--- src/rtl/ptf_pkg.sv ---
// shared types, widths and helper function for the periodic timer forward block
`default_nettype none
package ptf_pkg;

    localparam int TIME_W   = 64;
    localparam int PERIOD_W = 63;
    localparam int RES_W    = 30;
    localparam int SAT_W    = 63;
    localparam int CNT_W    = 64;
    localparam int STAT_W   = 2;
    localparam int DIV_STEPS = PERIOD_W;

    localparam logic [RES_W-1:0] RES_RESET = RES_W'(1);
    localparam logic [SAT_W-1:0] SAT_RESET = SAT_W'(64'd9223372036000000000);

    // register indexes of the configuration port
    localparam logic CFG_RESOLUTION = 1'b0;
    localparam logic CFG_SATURATE   = 1'b1;

    // status codes
    localparam logic [STAT_W-1:0] ST_FORWARDED = 2'd0;
    localparam logic [STAT_W-1:0] ST_ENQUEUED  = 2'd1;
    localparam logic [STAT_W-1:0] ST_EARLY     = 2'd2;

    // item as it travels through the divider stages
    typedef struct packed {
        logic [TIME_W-1:0]   expiry;
        logic [TIME_W-1:0]   now;
        logic [PERIOD_W-1:0] period;
        logic [PERIOD_W-1:0] delta;
        logic [PERIOD_W-1:0] num;
        logic [PERIOD_W-1:0] rem;
        logic [PERIOD_W-1:0] quo;
        logic                enq;
        logic                early;
        logic                short_late;
    } ptf_div_t;

    // saturating expiry addition
    function automatic logic [TIME_W-1:0] sat_add(input logic [TIME_W-1:0] a,
                                                  input logic [TIME_W-1:0] b,
                                                  input logic [SAT_W-1:0] satv);
        logic [TIME_W-1:0] t;
        t = a + b;
        if (t[TIME_W-1] || ($signed(t) < $signed(a)) || ($signed(t) < $signed(b)))
            t = {1'b0, satv};
        return t;
    endfunction

endpackage
`default_nettype wire

--- src/rtl/ptf_prep.sv ---
// input stage: lateness, effective period and classification
`default_nettype none
module ptf_prep
    import ptf_pkg::*;
(
    input  wire logic                clk,
    input  wire logic                rst_n,
    input  wire logic                adv,
    input  wire logic                in_valid,
    input  wire logic [TIME_W-1:0]   expiry,
    input  wire logic [TIME_W-1:0]   now,
    input  wire logic [PERIOD_W-1:0] period,
    input  wire logic                enq,
    input  wire logic [RES_W-1:0]    resolution,
    output logic                     out_valid,
    output ptf_div_t                 out_item
);

    logic [TIME_W-1:0]   delta;
    logic [RES_W-1:0]    res_eff;
    logic [PERIOD_W-1:0] per_eff;
    ptf_div_t            item_next;
    logic                valid_reg;
    ptf_div_t            item_reg;

    // lateness and period floor
    always_comb
    begin
        delta   = now - expiry;
        res_eff = (resolution == '0) ? RES_W'(1) : resolution;
        per_eff = (period < PERIOD_W'(res_eff)) ? PERIOD_W'(res_eff) : period;
        item_next.expiry = expiry;
        item_next.now    = now;
        item_next.period = per_eff;
        item_next.delta  = delta[PERIOD_W-1:0];
        item_next.num    = delta[PERIOD_W-1:0];
        item_next.rem    = '0;
        item_next.quo    = '0;
        item_next.enq    = enq;
        item_next.early  = delta[TIME_W-1];
        item_next.short_late = delta[PERIOD_W-1:0] < per_eff;
    end

    // stage valid
    always_ff @(posedge clk or negedge rst_n)
    begin
        if (!rst_n)
            valid_reg <= 1'b0;
        else if (adv)
            valid_reg <= in_valid;
    end

    // stage payload
    always_ff @(posedge clk)
    begin
        if (adv)
            item_reg <= item_next;
    end

    assign out_valid = valid_reg;
    assign out_item  = item_reg;

endmodule
`default_nettype wire

--- config.mk ---
export PLATFORM = sky130hd
export DESIGN_NAME = ptf_prep
export DESIGN_NICKNAME = d
export VERILOG_FILES = /design/src/rtl/ptf_pkg.sv /design/src/rtl/ptf_prep.sv
export SDC_FILE = /design/constraint.sdc
export NUM_CORES = 1
export LEC_CHECK = 0
export ABC_CLOCK_PERIOD_IN_PS = 800
export BUFFER_PORTS_ARGS = -buffer_cell sky130_fd_sc_hd__buf_2
export CAP_MARGIN = 20
export CORE_AREA = 2 2 265 267
export CTS_CLUSTER_DIAMETER = 100
export DETAILED_ROUTE_END_ITERATION = 12
export DIE_AREA = 0 0 267 269
export SLEW_MARGIN = 20
export SYNTH_ARGS = -nofsm -noshare
export SYNTH_HDL_FRONTEND = slang
export SYNTH_SLANG_ARGS = --single-unit
--- constraint.sdc ---
create_clock -name clk -period 0.8 [get_ports clk]
set_input_delay 0.04 -clock clk [delete_from_list [all_inputs] [get_ports clk]]
set_output_delay 0.04 -clock clk [all_outputs]
set_load 0.05 [all_outputs]
==> Word-level counts from Yosys, hierarchy flattened <==
Cells that the tools add are included.
W data, S select, Z words.
{ "word_totals": {"out_inout_bits": 447, "wordCells": 14, "regBits": 258} }
{ "op_classes": {"order_cmp": 2, "reduce_logical": 1, "n_addsub": 1, "n_mux": 2} }
{ "ops": {"columns": ["cell", "count"], "rows": [
  ["$sub A64 B64 Y64", 1],
  ["$lt A63 B30 Y1", 1],
  ["$lt A63 B63 Y1", 1],
  ["$mux W63", 1],
  ["$logic_not A30 Y1", 1],
  ["$mux W30", 1]
]} }

==> Logic depth before layout (Yosys ltp) <==
{ "logic_depth": {"ltp_word": 5, "depth_mapped": 23} }

==> Worst setup path after synthesis <==
OpenSTA, ideal clock, no wires.
{ "synth_path": {"path_kind": "input -> register", "from": "input port now[0]", "to": "register item_reg, in the netlist out_item[0], data pin", "path_slack_ps": -3455, "setup_time_ps": 152, "cell_stages": 21, "arrival_time_ps": 4103, "required_ps": 648, "cell_sequence": "inv_1 > ha_1 > inv_1 > fa_1 > a211oi_2 > o211ai_2 > a211oi_4 > o211ai_4 > a221oi_4 > o21a_2 > xnor2_1 > ha_1 > a21o_1 > a21o_1 > a21o_1 > a21o_1 > a21o_1 > a21o_1 > a211o_1 > a211o_1 > a31oi_1"} }
{ "synth_rtl": {"columns": ["item", "line_no", "text"], "rows": [
  ["from (decl)", "ptf_prep.sv:11", "input wire logic [TIME_W-1:0] now,"],
  ["to (signal assigned)", "ptf_prep.sv:57", "item_reg <= item_next;"],
  ["to (decl)", "ptf_prep.sv:24", "ptf_div_t item_reg;"]
]} }

==> reports/results.md <==
| Metric | Reported | Unit |
| --- | --- | --- |
| Status | finished with violations | - |
| Violated checks | hold timing, setup timing | - |
| Class of the tightest hold or removal check | in -> reg | - |
| Most used flip-flop cell after synthesis | edfxtp_1 | - |
| Initial core utilization | 0.232 | - |
| Measured slew at the worst slew-check pin | 0.662 | ns |
| Sequential Power Share | 0.290 | - |
| Cell row count | 97 | - |
| Synth-to-layout area growth | 90.7 | % |
| Worst reg2reg path startpoint | out_valid | - |
| Synthesized-area fraction occupied by and/or/nand/nor cells | 0.0724 | - |
| Inserted Clock Buffers | 36 | - |
| Slew headroom | 0.554 | - |
| Worst path buffer plus inverter count | 7 | - |
| Ratio of cells with drive above 1 in the final layout | 0.538 | - |
| Maximum fanout along the worst path | 4 | - |
| Avg Cell Area, Syn | 11.0 | sq um |
| Arrival time worst endpoint | 4.31 | ns |
| Clock slew seen by the registers of the worst setup and hold paths | 0.06 | ns |
| CTS HTree Levels | 2 | - |
| Final worst path period share | 4.88 | - |
| Max frequency | 0.256 | GHz |
| Antenna violations before repair | 10 | - |
| Proportion of register bits with asynchronous set or reset after synthesis | 0.00388 | - |
| Final weighted congestion in routability-driven placement | 0.894 | - |
| Fill cell instance count of the final layout | 6207 | - |
| Setup repair after global routing missed its margin | true | - |
| Logic pwr share | 0.434 | - |
| Overall die width | 267 | um |
| CP Capture Type | flip-flop | - |
| Share of the synthesized area in the top cell type | 0.480 | - |
| DIE HEIGHT | 269 | um |
| Cts hold-fix bufs | 168 | - |
| CP Class | in -> reg | - |
| CP Launch Point | now[0] | - |
| Number of I/O pins | 673 | - |
| Maximum cell stage delay along the critical path | 0.38 | ns |
| Clock tree root driver cell | clkbuf_16 | - |
| Total Nets Final | 3013 | - |
| Net switching power | 23.5 | mW |
| Multiplexer area fraction after synthesis | 0.0198 | - |
| Critical hold path startpoint | resolution[7] | - |
| Xor/xnor share of the synthesized area | 0.0321 | - |
| Via count of the first global-routing pass | 15100 | - |
| Cell count after synthesis | 1465 | - |
| Minimum setup slack in the final design | -3.10 | ns |
| Sequential cell area fraction in the yosys report | 0.481 | - |
| Total routed wirelength | 70.8 | mm |
| Number of DRC markers after the initial detailed-route iteration | 984 | - |
| Clock tree skew after final layout | 0 | ns |
| TritonCTS clock tree | yes | - |
| Most common cell on crit path | buf_6 | - |
| Placeable Area | 0.0693 | sq mm |
| Fraction of power spent switching nets | 0.382 | - |
| Gate family responsible for the most delay along the worst path | compound AO/OA/AOI/OAI gates | - |
| Static power due to leakage | 14.0 | nW |
| WHS | -0.187 | ns |
| Final hold violations | 41 | - |
| Final setup vio count | 413 | - |
| Power Total | 61.4 | mW |
| Tot GR Track Use | 0.177 | - |
| Number of iterations in the first detailed-routing pass | 7 | - |
| Count of clock tree sinks | 258 | - |
| Max-slew violation count | 0 | - |
| Sum of net half-perimeters after detailed placement | 52.3 | mm |
| Number of port buffers | 546 | - |
| Number of synthesized flops with an enable pin | 257 | - |
| Count of maximum capacitance violations | 0 | - |
| Count of synthesis-stage warnings from yosys | 0 | - |
| Wire length of the first global-routing pass | 93.5 | mm |
| Largest net degree at the start of global routing | 21 | - |
| Clk network pwr share | 0.276 | - |
| Seq cells post-synth | 258 | - |
| Via density | 4.32 | - |
| Startpoint types | input port | - |
| Count of unique library cells instantiated by Yosys | 82 | - |
| Total die area | 0.0718 | sq mm |
| Via count | 15600 | - |
| Compound-cell area share of the yosys netlist | 0.126 | - |
| Post-layout minimum cycle time | 3.90 | ns |
| Sum of negative setup slack | -248.59 | ns |
| VDD IR max | 1530 | uV |
| Cell area after synthesis | 0.0161 | sq mm |
| Adder-cell area share of the yosys netlist | 0.121 | - |
| Most common cell after layout, fill and taps aside | buf_6 | - |
| Maximum buffer depth of the clock tree | 3 | - |
| Worst path required time | 1.21 | ns |
| Dominant cells by area after synthesis | edfxtp_1, ha_1, buf_4, inv_1, a21oi_1 | - |
| Latest clock arrival within the worst-skew pair | 0.54 | ns |
| Per-cell routed wire length | 19.7 | um |
| Critical-path cell with the highest stage delay | fa_2 | - |
| Leading area contributor after synthesis | edfxtp_1 | - |
| Internal | 37.9 | mW |
| Most frequent cells in the layout | buf_6, buf_4, edfxtp_1, buf_2, dlygate4sd3_1 | - |
| Number of antenna-violating nets in the routed design | 0 | - |
| Number of remaining DRC errors | 0 | - |
| Power Density | 2000 | mW/mm^2 |
| Global route total overflow | 0 | - |
| Largest family of logic cells by synthesized area | buffers and inverters | - |
sequential cells by signal (all words and copies together) (netlist names):
register	count
out_item	257
out_valid	1
worst paths after layout:
| path | end | slack [ns] | cells after the start |
|---|---|---|---|
| worst max-delay path | out_item[0] | -3.10 | 26 |
| worst min-delay path | out_item[262] | -0.19 | 2 |
| worst max register to register | out_valid | 0.03 | 1 |
| worst min register to register | out_valid | 0.53 | 1 |
| max in group asynchronous | out_valid | 0.30 | 3 |
| min in group asynchronous | out_valid | 0.38 | 3 |
metrics by stage:
stage               area, sq um  std cells   util  setup slack, ns
floorplan                 17200       1590      -            -3.16
detailed placement        22900       3283  0.330            -4.17
finish                    30700       3603  0.443            -3.10
global placement          22900       3283  0.330            -4.08
CTS                       28000       3593  0.405            -3.02
global route              30700       3602  0.443            -3.33
power by group through the flow:
stage | Clock, mW | Combinational [mW] | Sequential [mW]
3_5_place_dp | 0 | 21.0 | 17.5
5_1_grt | 17.8 | 28.0 | 17.9
6_report | 17.0 | 26.6 | 17.8
3_3_place_gp | 0 | 21.0 | 17.5
2_1_floorplan | 0 | 9.65 | 22.2
4_1_cts | 17.3 | 23.5 | 17.3
area by class of cell:
class / instances / area (sq um) / area share
tap: 940 / 1180 / 0.0383
clock inverter: 24 / 285 / 0.00930
antenna: 3 / 7.51 / 0.000245
clock buffer: 42 / 945 / 0.0308
sequential: 258 / 7740 / 0.252
inverter: 177 / 719 / 0.0235
timing repair buffer: 1254 / 11400 / 0.372
multi-input combinational: 905 / 8390 / 0.274
synthesized netlist by cell type (all sizes together), types with 5 or more instances:
master	number
nand2b	6
nand3	15
nand4	37
o21ai	50
xor2	20
o211ai	9
a211o	5
a211oi	12
o21bai	14
mux2i	25
clkbuf	53
ha	154
nor2	41
a21oi	106
nor2b	12
xnor2	39
nor3	10
nand2	67
edfxtp	257
a221oi	5
o21a	7
a21o	53
inv	177
nor4	21
and3	5
buf	197
mux2	6
a31oi	9
kinds of logic after synthesis:
group,Yosys count
fa+ha+maj,155
xor+xnor,59
simple gates,230
buf+inv,427
mux,31
compound gates,304
flops,258
other cells,1
timing repair:
item | CTS | global route
resized for setup | 360 | 1059
buffers inserted | 96 | 49
pin swaps | 67 | 74
setup endpoints to repair | 413 | 421
gates cloned | 1 | 0
hold endpoints to repair | 211 | 42
metal layers:
layer	global-route usage	part of all wire	wire length (um)
met1	0.215	0.40	28100
met2	0.316	0.51	36100
met3	0.0285	0.055	3870
met4	0.0641	0.038	2690
met5	0	0.00078	55
No activity file was read; power rests on OpenSTA's default activity.
