### config.mk
export PLATFORM = sky130hd
export DESIGN_NAME = ptf_div_step
export DESIGN_NICKNAME = d
export VERILOG_FILES = /design/src/rtl/ptf_pkg.sv /design/src/rtl/ptf_div_step.sv
export SDC_FILE = /design/constraint.sdc
export NUM_CORES = 1
export LEC_CHECK = 0
export BUFFER_PORTS_ARGS = -buffer_cell sky130_fd_sc_hd__buf_2
export CORE_AREA = 5 5 346 348
export CTS_CLUSTER_SIZE = 25
export DETAILED_ROUTE_END_ITERATION = 16
export DIE_AREA = 0 0 351 353
export PLACE_DENSITY_LB_ADDON = 0.2
export SYNTH_ARGS = -nofsm -noshare
export SYNTH_HDL_FRONTEND = slang
export SYNTH_SLANG_ARGS = --single-unit
export TNS_END_PERCENT = 30
### constraint.sdc
create_clock -name clk -period 0.9 [get_ports clk]
set_clock_uncertainty 0.05 [all_clocks]
set_input_delay 0.09 -clock clk [delete_from_list [all_inputs] [get_ports clk]]
set_output_delay 0.09 -clock clk [all_outputs]
set_load 0.005 [all_outputs]
### src/rtl/ptf_pkg.sv
// shared types, widths and helper function for the periodic timer forward block
`default_nettype none
package ptf_pkg;

    localparam int TIME_W   = 64;
    localparam int PERIOD_W = 63;
    localparam int RES_W    = 30;
    localparam int SAT_W    = 63;
    localparam int CNT_W    = 64;
    localparam int STAT_W   = 2;
    localparam int DIV_STEPS = PERIOD_W;

    localparam logic [RES_W-1:0] RES_RESET = RES_W'(1);
    localparam logic [SAT_W-1:0] SAT_RESET = SAT_W'(64'd9223372036000000000);

    // register indexes of the configuration port
    localparam logic CFG_RESOLUTION = 1'b0;
    localparam logic CFG_SATURATE   = 1'b1;

    // status codes
    localparam logic [STAT_W-1:0] ST_FORWARDED = 2'd0;
    localparam logic [STAT_W-1:0] ST_ENQUEUED  = 2'd1;
    localparam logic [STAT_W-1:0] ST_EARLY     = 2'd2;

    // item as it travels through the divider stages
    typedef struct packed {
        logic [TIME_W-1:0]   expiry;
        logic [TIME_W-1:0]   now;
        logic [PERIOD_W-1:0] period;
        logic [PERIOD_W-1:0] delta;
        logic [PERIOD_W-1:0] num;
        logic [PERIOD_W-1:0] rem;
        logic [PERIOD_W-1:0] quo;
        logic                enq;
        logic                early;
        logic                short_late;
    } ptf_div_t;

    // saturating expiry addition
    function automatic logic [TIME_W-1:0] sat_add(input logic [TIME_W-1:0] a,
                                                  input logic [TIME_W-1:0] b,
                                                  input logic [SAT_W-1:0] satv);
        logic [TIME_W-1:0] t;
        t = a + b;
        if (t[TIME_W-1] || ($signed(t) < $signed(a)) || ($signed(t) < $signed(b)))
            t = {1'b0, satv};
        return t;
    endfunction

endpackage
`default_nettype wire

### src/rtl/ptf_div_step.sv
// one restoring division step: one quotient bit per stage
`default_nettype none
module ptf_div_step
    import ptf_pkg::*;
(
    input  wire logic     clk,
    input  wire logic     rst_n,
    input  wire logic     adv,
    input  wire logic     in_valid,
    input  wire ptf_div_t in_item,
    output logic          out_valid,
    output ptf_div_t      out_item
);

    logic [PERIOD_W:0] trial;
    logic [PERIOD_W:0] diff;
    logic              fits;
    ptf_div_t          item_next;
    logic              valid_reg;
    ptf_div_t          item_reg;

    // shift in next dividend bit, compare and subtract
    always_comb
    begin
        trial = {in_item.rem, in_item.num[PERIOD_W-1]};
        diff  = trial - {1'b0, in_item.period};
        fits  = trial >= {1'b0, in_item.period};
        item_next     = in_item;
        item_next.rem = fits ? diff[PERIOD_W-1:0] : trial[PERIOD_W-1:0];
        item_next.num = {in_item.num[PERIOD_W-2:0], 1'b0};
        item_next.quo = {in_item.quo[PERIOD_W-2:0], fits};
    end

    // stage valid
    always_ff @(posedge clk or negedge rst_n)
    begin
        if (!rst_n)
            valid_reg <= 1'b0;
        else if (adv)
            valid_reg <= in_valid;
    end

    // stage payload
    always_ff @(posedge clk)
    begin
        if (adv)
            item_reg <= item_next;
    end

    assign out_valid = valid_reg;
    assign out_item  = item_reg;

endmodule
`default_nettype wire

-- After elaboration in Yosys (flattened, before gate mapping)
Cells that the tools add are included.
- bitwise gates (word level): 0
- shift-type cells: 0
- muxes and demuxes: 1
- div/mod/pow operators: 0
- reduce and logical (&&, ||, !) cells: 0
- equality and inequality tests: 0
- multiply operators: 0
- $add $sub $neg: 1
- $lt $le $gt $ge: 1
- operator list (operator ; number):
    >= comparator 64 x 63 -> 1 bit ; 1
    2-to-1 mux 63 bit ; 1
    subtractor 63 bit ; 1
- flip-flop bits (word level): 446
- ROM bits: 0
- latch bits: 0
- output and inout bits: 447
- memories kept: 0
- RAM bits: 0
- input bits: 450

-- Depth between registers and ports, before layout
Gate-level depths: netlist (run 1).
- depth after elaboration: 2
- gate-level depth with buffers: 15
- depth with buffers taken out: 13

-- Least setup slack after synthesis (run 1)
No wires, ideal clock.
- kind: input port to flip-flop
- start point: in in_item[276] in the netlist's numbering
- end point: reg item_reg (netlist bit out_item[125]), data pin
- stages on the path: 13
- setup slack: -1850 ps
- required time: 576 ps
- data arrival time: 2427 ps
- cells stage by stage: inv_1 -> ha_1 -> buf_2 -> nand2_1 -> or4_1 -> o311ai_1 -> a21oi_1 -> nor2_2 -> a41oi_2 -> buf_6 -> or4_1 -> o211ai_2 -> a221oi_2
- RTL lines (item ; line ; source):
    start: declaration ; ptf_div_step.sv:10 ; input wire ptf_div_t in_item,
    end signal: assignment ; ptf_div_step.sv:47 ; item_reg <= item_next;
    end: declaration ; ptf_div_step.sv:20 ; ptf_div_t item_reg;

==> impl_metrics.py, run 1 <==
metrics = {
    "flow_run": {
        "cap_violations": 0,
    },
    "timing": {
        "fin_hold_ws_ns": -0.3606,
        "timing.fmax_mhz": 421.4,
        "rsz0062_at_grt": "yes",
        "maxSlewViolCount": 0,
        "tightest_slew_ns": 0.5820,
        "min_period_ns": 2.373,
        "fin_setup_tns_ns": -288.64,
        "setup_viol": 644,
        "hold_violations": 7,
        "period_share_pct": 263.6,
        "fin_ws_ns": -1.473,
        "slew_headroom_pct": 61.07,
    },
    "cells_and_area": {
        "final_area_um2": 36150,
        "utilization_pct": 31.19,
        "area_delta_synth_final_pct": 97.84,
        "fill_cells": 11910,
        "register_area_um2": 13390,
        "num-nets-final": 3494,
        "multi_input_area_um2": 5781,
        "drive_gt1_share_pct": 53.47,
    },
    "placement": {
        "io_buffer_count": 894,
        "routabilityCongestion": 0.8707,
        "placed_area_um2": 27490,
        "hpwlAfterDp_um": 84720,
    },
    "yosys": {
        "syn_nets": 1743,
        "netlist_instances": 1229,
        "synth_top_area_share_pct": 73.13,
        "synth.ff_latch_count": 446,
        "synth.avg_cell_area_um2": 14.87,
        "ys_top_cells_by_count": "445 x edfxtp_1, 114 x nand2_1, 84 x o21ai_0, 81 x a21oi_1, 81 x inv_1",
        "ys_types": 73,
        "netlist.top_cell.by_area": "edfxtp_1",
        "ys_warn_count": 0,
        "async_flop_share_pct": 0.2242,
        "post-synth-top-count-cell": "edfxtp_1",
        "synth-edff-count": 445,
        "synth-seq-area-share_pct": 73.26,
        "synth.cell_area_um2": 18270,
        "synth_area_leaders": "edfxtp_1 73%, ha_1 4.3%, nand2_1 2.3%",
        "ys.flop_type": "edfxtp_1",
    },
    "setup_path": {
        "start_kind": "input port",
        "critical_path.startpoint": "in_item[191]",
        "critical_path_class": "in2reg",
        "crit_fanout": 5,
        "r2r-start": "out_valid",
        "cp.arrival_ns": 2.79,
        "r2r_end": "out_valid",
        "cp-endpoint": "out_item[128]",
        "reg2reg_depth": 1,
        "endpoint_kind": "flop",
        "regToRegSetupSlack_ns": 0.10,
        "required_ns": 1.32,
    },
    "drt": {
        "ant_nets": 0,
        "routed_wirelength_um": 107600,
        "first_iter_violations": 959,
        "viasPerCell": 3.887,
        "wl_per_cell_um": 23.56,
        "drcViolationCount": 0,
        "first_pass_iters": 6,
        "num_vias": 17750,
    },
    "global_routing": {
        "grt_pass1_wl_um": 141600,
        "grtUsageMet2_pct": 29.38,
        "busiest_layer": "met2",
        "overflow": 0,
        "grt_use_met1_pct": 16.87,
        "met3_usage_pct": 5.897,
        "grt_pass1_vias": 19010,
        "grt_max_degree": 33,
        "antenna_found_initial": 49,
        "grt.total_usage_pct": 16.08,
    },
    "floorplan": {
        "die-width_um": 351,
        "start_util_pct": 15.77,
        "die_area_um2": 123900,
        "row_count": 125,
        "core_area_um2": 115900,
        "die_y_um": 353,
        "io_pins": 897,
    },
    "pwr": {
        "vdd_drop_max_uv": 1303,
        "p_per_area_nw_per_um2": 1725,
        "cellLeakagePower_nw": 15.42,
    },
    "cts": {
        "cts_made_buffers": 55,
        "clk_path_buf_depth": 3,
        "clkLatencyLatePin_ns": 0.62,
        "cts_tree": "built",
        "clk_pin_slew_worst_paths_ns": 0.06,
        "htree_levels": 2,
        "cts-root-buf": "clkbuf_16",
        "clock-sinks": 446,
    },
    "min_path": {
        "holdCritPathClass": "in2reg",
    },
    "run_status": {
        "violations": "hold timing, setup timing",
        "status": "finished with violations",
    },
}
## sequential cells by signal (all words and copies together) (netlist names)
| register | count |
|---|---|
| out_item | 445 |
| out_valid | 1 |
## layout make-up
type	count	share of cell area [%]
clock buffers	62	3.939
well taps	1524	5.274
clock inverters	41	0.9725
inverters	81	0.9794
multi-input cells	665	15.99
repair buffers	1731	35.70
diodes	17	0.1177
flip-flops and latches	446	37.03
## worst max-delay path: stages
cell	delay, ns
buf_12	0.11
inv_12	0.04
ha_4	0.12
fa_2	0.21
nor2b_2	0.05
o2111a_2	0.27
o2111a_2	0.28
o31ai_4	0.22
a21oi_2	0.12
a211o_1	0.38
a31o_4	0.32
a21bo_4	0.24
a211o_1	0.25
nand3_1	0.08
## how the worst min path moves through the flow
| stage | startpoint | end | slack [ns] | cells after the start |
|---|---|---|---|---|
| 5_1_grt | in_item[255] | out_item[255] | -0.42 | 1 |
| 4_1_cts | in_item[276] | out_item[276] | -0.46 | 1 |
| 3_5_place_dp | rst_n | out_valid | -0.18 | 1 |
| 2_1_floorplan | rst_n | out_valid | -0.26 | 0 |
| 6_report | in_item[255] | out_item[255] | -0.36 | 1 |
| 3_3_place_gp | rst_n | out_valid | -0.18 | 1 |
## through the flow
| stage | cells | hold WS [ns] | setup WS [ns] | total power, W |
|---|---|---|---|---|
| final | 4567 | -0.3606 | -1.473 | 0.06235 |
| after global routing | 4557 | -0.4192 | -1.485 | 0.06525 |
| after CTS | 4522 | -0.4598 | -1.467 | 0.06223 |
| after detailed placement | 3957 | -0.1829 | -2.504 | 0.03689 |
| after global placement | 3957 | -0.1822 | -2.381 | 0.03690 |
| after floorplan | 1229 | -0.2556 | -1.764 | 0.02940 |
## cell usage in the layout (no fill, tap or decap), types with 8 or more instances in the layout
| master | synthesis | final |
|---|---|---|
| inv_1 | 81 | 57 |
| o21ai_2 | 0 | 34 |
| inv_2 | 0 | 16 |
| nand3_1 | 20 | 16 |
| nand2_2 | 0 | 32 |
| xor2_1 | 21 | 21 |
| o21ai_0 | 84 | 24 |
| nor2_1 | 25 | 22 |
| buf_4 | 2 | 351 |
| nand2_4 | 0 | 22 |
| buf_12 | 0 | 20 |
| a31oi_1 | 8 | 8 |
| xnor2_1 | 33 | 28 |
| edfxtp_1 | 445 | 445 |
| clkinv_1 | 0 | 11 |
| clkinv_2 | 0 | 9 |
| nand4_1 | 18 | 18 |
| ha_4 | 0 | 33 |
| o21ai_1 | 5 | 28 |
| clkbuf_16 | 0 | 63 |
| nand2_1 | 114 | 60 |
| buf_6 | 1 | 76 |
| a21oi_2 | 2 | 21 |
| clkinvlp_4 | 0 | 9 |
| o21bai_1 | 18 | 16 |
| nand2b_1 | 10 | 10 |
| a21o_1 | 32 | 32 |
| buf_2 | 16 | 814 |
| diode_2 | 0 | 17 |
| dlygate4sd3_1 | 0 | 448 |
| a21oi_1 | 81 | 56 |
| nor3_1 | 18 | 14 |
| ha_1 | 63 | 30 |
## report_power, final
| group | total [W] | internal, W | leakage [nW] | switching (W) |
|---|---|---|---|---|
| sequential | 0.0258 | 0.0251 | 4.37 | 0.000697 |
| combinational | 0.0145 | 0.00757 | 10.2 | 0.00690 |
| clock | 0.0221 | 0.0126 | 0.845 | 0.00950 |
## per-layer routing
| layer | share of wire, % | wire, um | up-vias |
|---|---|---|---|
| met4 | 4.6 | 5000 | 32 |
| li1 | - | - | 8178 |
| met5 | 0.20 | 219 | - |
| met3 | 9.1 | 9827 | 181 |
| met1 | 36 | 38250 | 8681 |
| met2 | 50 | 54300 | 682 |
## what timing repair did
item,in CTS,in global routing
setup buffers,13,17
pin swaps,38,97
resized for setup,163,340
endpoints found under the hold margin,518,13
endpoints found under the setup margin,510,692
cloned,5,9
hold buffers,445,5
## kinds of logic (layout without fill, tap and decap cells)
group                    Yosys count  after routing  synth area share (%)
AO/OA/AOI/OAI                    290            291                 10.23
XOR/XNOR                          54             54                 2.588
adder cells (fa/ha/maj)           64             64                 4.423
buffers and inverters            119           1915                 2.636
flip-flops                       446            446                 73.26
multiplexers                       6              6                0.3492
other                              1             18               0.02052
AND/OR/NAND/NOR                  249            249                 6.491
Power figures use the tool's default switching activity.
==> inputs of run 2 (changes only) <==
CELL_PAD_IN_SITES_DETAIL_PLACEMENT = 1   (was not set)
CELL_PAD_IN_SITES_GLOBAL_PLACEMENT = 2   (was not set)
CORE_AREA = 5 5 344 346   (was 5 5 346 348)
DIE_AREA = 0 0 349 351   (was 0 0 351 353)
==> impl_metrics.py, run 2 (synthesis gave the netlist of run 1 again) <==
metrics = {
    "global_routing": {
        "grt_pass1_wl_um": 156500,
        "antenna_found_initial": 72,
        "grt_max_degree": 33,
        "grt.total_usage_pct": 18.21,
        "overflow": 0,
        "grt_pass1_vias": 19670,
    },
    "timing": {
        "timing.fmax_mhz": 417.1,
        "min_period_ns": 2.398,
        "tightest_slew_ns": 0.6642,
        "maxSlewViolCount": 0,
        "setup_viol": 956,
        "period_share_pct": 266.4,
        "fin_ws_ns": -1.498,
        "slew_headroom_pct": 55.58,
        "hold_violations": 2,
        "rsz0062_at_grt": "yes",
        "fin_hold_ws_ns": -0.4244,
    },
    "cts": {
        "cts_made_buffers": 57,
        "cts-root-buf": "clkbuf_16",
        "clk_path_buf_depth": 3,
        "clkLatencyLatePin_ns": 0.65,
        "htree_levels": 2,
        "clk_pin_slew_worst_paths_ns": 0.06,
        "clock-sinks": 446,
        "cts_tree": "built",
    },
    "min_path": {
        "hold_end": "out_item[255]",
        "min-delay-start": "in_item[255]",
        "hold_depth": 1,
        "holdCritPathClass": "in2reg",
    },
    "drt": {
        "first_pass_iters": 5,
        "viasPerCell": 3.897,
        "num_vias": 18010,
        "routed_wirelength_um": 117900,
        "wl_per_cell_um": 25.50,
        "ant_nets": 0,
        "drcViolationCount": 0,
        "first_iter_violations": 790,
    },
    "pwr": {
        "cellLeakagePower_nw": 15.89,
        "p_per_area_nw_per_um2": 1767,
        "vdd_drop_max_uv": 1484,
    },
    "flow_run": {
        "cap_violations": 0,
    },
    "cells_and_area": {
        "final_common_cell": "buf_2",
        "utilization_pct": 32.36,
        "largest_reg_flops": 445,
        "fill_cells": 12630,
        "drive_gt1_share_pct": 55.43,
        "fin_cells": 4622,
        "num-nets-final": 3545,
        "final_cell_mix": "779 x buf_2, 447 x dlygate4sd3_1, 445 x edfxtp_1",
        "area_delta_synth_final_pct": 103.8,
    },
    "run_status": {
        "status": "finished with violations",
        "violations": "hold timing, setup timing",
    },
    "setup_path": {
        "r2r_end": "out_valid",
        "regToRegSetupSlack_ns": 0.10,
        "r2r-start": "out_valid",
        "endpoint_kind": "flop",
        "crit_fanout": 5,
        "start_kind": "input port",
        "reg2reg_depth": 1,
        "required_ns": 1.37,
        "cp.arrival_ns": 2.87,
        "critical_path_class": "in2reg",
    },
    "floorplan": {
        "die_y_um": 351,
        "die-width_um": 349,
        "row_count": 125,
        "core_area_um2": 115100,
        "io_pins": 897,
        "die_area_um2": 122500,
        "start_util_pct": 15.88,
    },
    "placement": {
        "routabilityCongestion": 0.8734,
        "io_buffer_count": 894,
        "pre_cts_ws_ns": -2.689,
        "place_inst": 3969,
        "hpwlAfterDp_um": 93820,
    },
}
## run 2: cell types whose count changed in the layout (fill, tap and decap cells not counted), sizes merged, moves of 3 or more
cell	previous run	this run
clkinvlp	9	6
inv	86	82
buf	1274	1333
bufinv	4	8
clkbuf	71	66
diode	17	22
## run 2: layout make-up
cell class	instances	area (um^2)	area share (%)
inverter	81	347.8	0.9338
sequential	446	13390	35.94
clock inverter	39	462.9	1.243
clock buffer	65	1518	4.074
tap	1524	1907	5.119
multi-input combinational	664	5989	16.08
antenna	22	55.05	0.1478
timing repair buffer	1781	13580	36.46
## run 2: per-layer routing
metal / vias to the layer above / share of wire, % / global-route usage, %
met1: 8836 / 39 / 21.11
met3: 190 / 8.9 / 6.770
li1: 8276 / - / -
met4: 40 / 4.8 / 8.285
met2: 669 / 47 / 30.04
met5: - / 0.22 / 0
## run 2: worst max path at each step
stage	startpoint	to	slack, ns
3_5_place_dp	in_item[312]	out_item[99]	-2.69
5_1_grt	in_item[191]	out_item[128]	-1.53
6_report	in_item[191]	out_item[128]	-1.50
4_1_cts	in_item[191]	out_item[128]	-1.43
2_1_floorplan	in_item[266]	out_item[125]	-1.76
3_3_place_gp	in_item[122]	out_item[99]	-2.68
## run 2: where the power goes
part           leakage, nW  switching [W]  internal (W)
Clock                0.954         0.0101        0.0144
Sequential            4.37       0.000690        0.0251
Combinational         10.6        0.00739       0.00813
## run 2: what timing repair did
item,CTS,global route
hold endpoints to repair,658,127
setup endpoints to repair,510,956
pin swaps,118,41
gates resized for setup,484,164
setup buffers,68,18
hold buffers,439,9
gates cloned,11,1
## run 2: stage by stage
stage          TNS [ns]  instance area [um^2]  total power [W]
3_5_place_dp    -214.58                 27600          0.03724
6_report        -449.12                 37250          0.06584
4_1_cts         -453.35                 36650          0.06661
3_3_place_gp    -207.65                 27600          0.03723
2_1_floorplan   -103.19                 18560          0.02940
5_1_grt         -478.73                 37210          0.06883
## run 2: critical path: stages
cell      delay (ns)
buf_12          0.11
inv_12          0.04
ha_4            0.13
fa_2            0.22
nor2b_2         0.06
o2111a_2        0.29
o2111a_2        0.29
o31ai_4         0.25
a21oi_4         0.11
a211o_4         0.37
a31o_4          0.30
a21bo_4         0.24
a211o_1         0.29
nand3_1         0.08
==> inputs of run 3 (changes only) <==
SETUP_SLACK_MARGIN = 0.15   (was not set)
==> impl_metrics.py, run 3 (synthesis gave the netlist of run 1 again) <==
metrics = {
    "run_status": {
        "status": "finished with violations",
        "violations": "hold timing, setup timing",
    },
    "timing": {
        "slew_headroom_pct": 63.69,
        "period_share_pct": 264.5,
        "fin_hold_ws_ns": -0.4257,
        "maxSlewViolCount": 0,
        "hold_violations": 47,
        "tightest_slew_ns": 0.5428,
        "setup_viol": 517,
        "timing.fmax_mhz": 420.1,
        "min_period_ns": 2.380,
        "fin_ws_ns": -1.480,
        "fin_setup_tns_ns": -273.31,
        "rsz0062_at_grt": "yes",
    },
    "drt": {
        "num_vias": 18020,
        "wl_per_cell_um": 25.57,
        "drcViolationCount": 0,
        "first_iter_violations": 712,
        "ant_nets": 0,
        "routed_wirelength_um": 118300,
        "viasPerCell": 3.896,
        "first_pass_iters": 5,
    },
    "cells_and_area": {
        "num-nets-final": 3545,
        "area_delta_synth_final_pct": 104.3,
        "final_common_cell": "buf_2",
        "fill_cells": 12630,
        "largest_reg_flops": 445,
        "final_cell_mix": "785 x buf_2, 445 x dlygate4sd3_1, 445 x edfxtp_1",
        "drive_gt1_share_pct": 55.20,
    },
    "global_routing": {
        "grt.total_usage_pct": 18.19,
        "grt_pass1_wl_um": 156200,
        "grt_max_degree": 33,
        "grt_pass1_vias": 19670,
        "antenna_found_initial": 75,
        "overflow": 0,
    },
    "setup_path": {
        "endpoint_kind": "flop",
        "critPathSlowestCell": "a211o_4",
        "slowest_delay_ns": 0.37,
        "cp.arrival_ns": 2.86,
        "crit_fanout": 5,
        "path_common_cell": "o2111a_2",
        "critical_path.startpoint": "in_item[191]",
        "r2r-start": "out_valid",
        "start_kind": "input port",
        "worst-path-buf-inv": 2,
        "crit_family": "compound AO/OA/AOI/OAI gates",
        "critical_path_class": "in2reg",
        "required_ns": 1.38,
        "crit_chain": "buf_12, inv_12, ha_4, fa_2, nor2b_2, o2111a_2, o2111a_2, o31ai_4, a21oi_4, a211o_4, a31o_4, a21bo_4, a211o_1, nand3_1",
    },
    "floorplan": {
        "io_pins": 897,
        "start_util_pct": 15.88,
        "die-width_um": 349,
        "row_count": 125,
        "die_y_um": 351,
        "die_area_um2": 122500,
        "core_area_um2": 115100,
    },
    "cts": {
        "cts-root-buf": "clkbuf_16",
        "clk_path_buf_depth": 3,
        "htree_levels": 2,
        "cts_tree": "built",
        "clkLatencyLatePin_ns": 0.65,
        "cts_made_buffers": 57,
        "clock-sinks": 446,
        "clk_pin_slew_worst_paths_ns": 0.06,
    },
    "pwr": {
        "finalPower_w": 0.06595,
        "vdd_drop_max_uv": 1481,
        "cellLeakagePower_nw": 15.91,
        "p_per_area_nw_per_um2": 1767,
    },
    "min_path": {
        "min-delay-start": "in_item[255]",
        "holdCritPathClass": "in2reg",
    },
    "placement": {
        "routabilityCongestion": 0.8734,
        "hpwlAfterDp_um": 93820,
        "io_buffer_count": 894,
    },
    "flow_run": {
        "cap_violations": 0,
    },
}
[run 3: per-stage QoR]
stage	area, um^2	worst slack [ns]	util, %	std cells	hold slack (ns)
2_1_floorplan	18560	-1.764	-	1229	-0.2556
4_1_cts	36770	-1.435	31.94	4579	-0.5052
3_5_place_dp	27600	-2.689	23.97	3969	-0.1837
3_3_place_gp	27600	-2.683	23.97	3969	-0.1822
5_1_grt	37290	-1.515	32.40	4607	-0.4791
6_report	37330	-1.480	32.43	4624	-0.4257
[run 3: routing by layer]
metal  global-route usage (%)  up-vias  part of all wire (%)
met4                    8.484       40                   5.0
li1                         -     8271                     -
met2                    29.89      669                    47
met5                        0        -                  0.22
met3                    6.706      203                   8.8
met1                    21.14     8834                    39
[run 3: cell type report]
class / count / area (um^2) / area share [%]
antenna: 24 / 60.06 / 0.1609
clock buffer: 65 / 1518 / 4.065
clock inverter: 39 / 462.9 / 1.240
inverter: 81 / 365.4 / 0.9786
multi-input combinational: 664 / 5979 / 16.02
sequential: 446 / 13390 / 35.86
tap: 1524 / 1907 / 5.108
timing repair buffer: 1781 / 13650 / 36.57
[run 3: worst paths after layout]
kind | slack, ns | depth (start not counted) | to
worst min register to register | 0.47 | 1 | out_valid
max in group asynchronous | 0.46 | 3 | out_valid
worst max-delay path | -1.48 | 14 | out_item[128]
worst max register to register | 0.10 | 1 | out_valid
min in group asynchronous | 0.24 | 3 | out_valid
worst min-delay path | -0.43 | 1 | out_item[255]
[run 3: power breakdown]
part | switching [W] | internal [W] | total, W | leakage (nW)
clock network | 0.0101 | 0.0144 | 0.0245 | 0.954
registers | 0.000678 | 0.0251 | 0.0258 | 4.37
logic | 0.00742 | 0.00822 | 0.0156 | 10.6
[run 3: timing repair]
action                     4_1_cts  5_1_grt
buffers inserted                59       12
pin swaps                      141       40
hold endpoints to repair       658      113
gates cloned                    10        1
setup endpoints to repair      511      511
hold buffers                   437        8
resized for setup              545       74
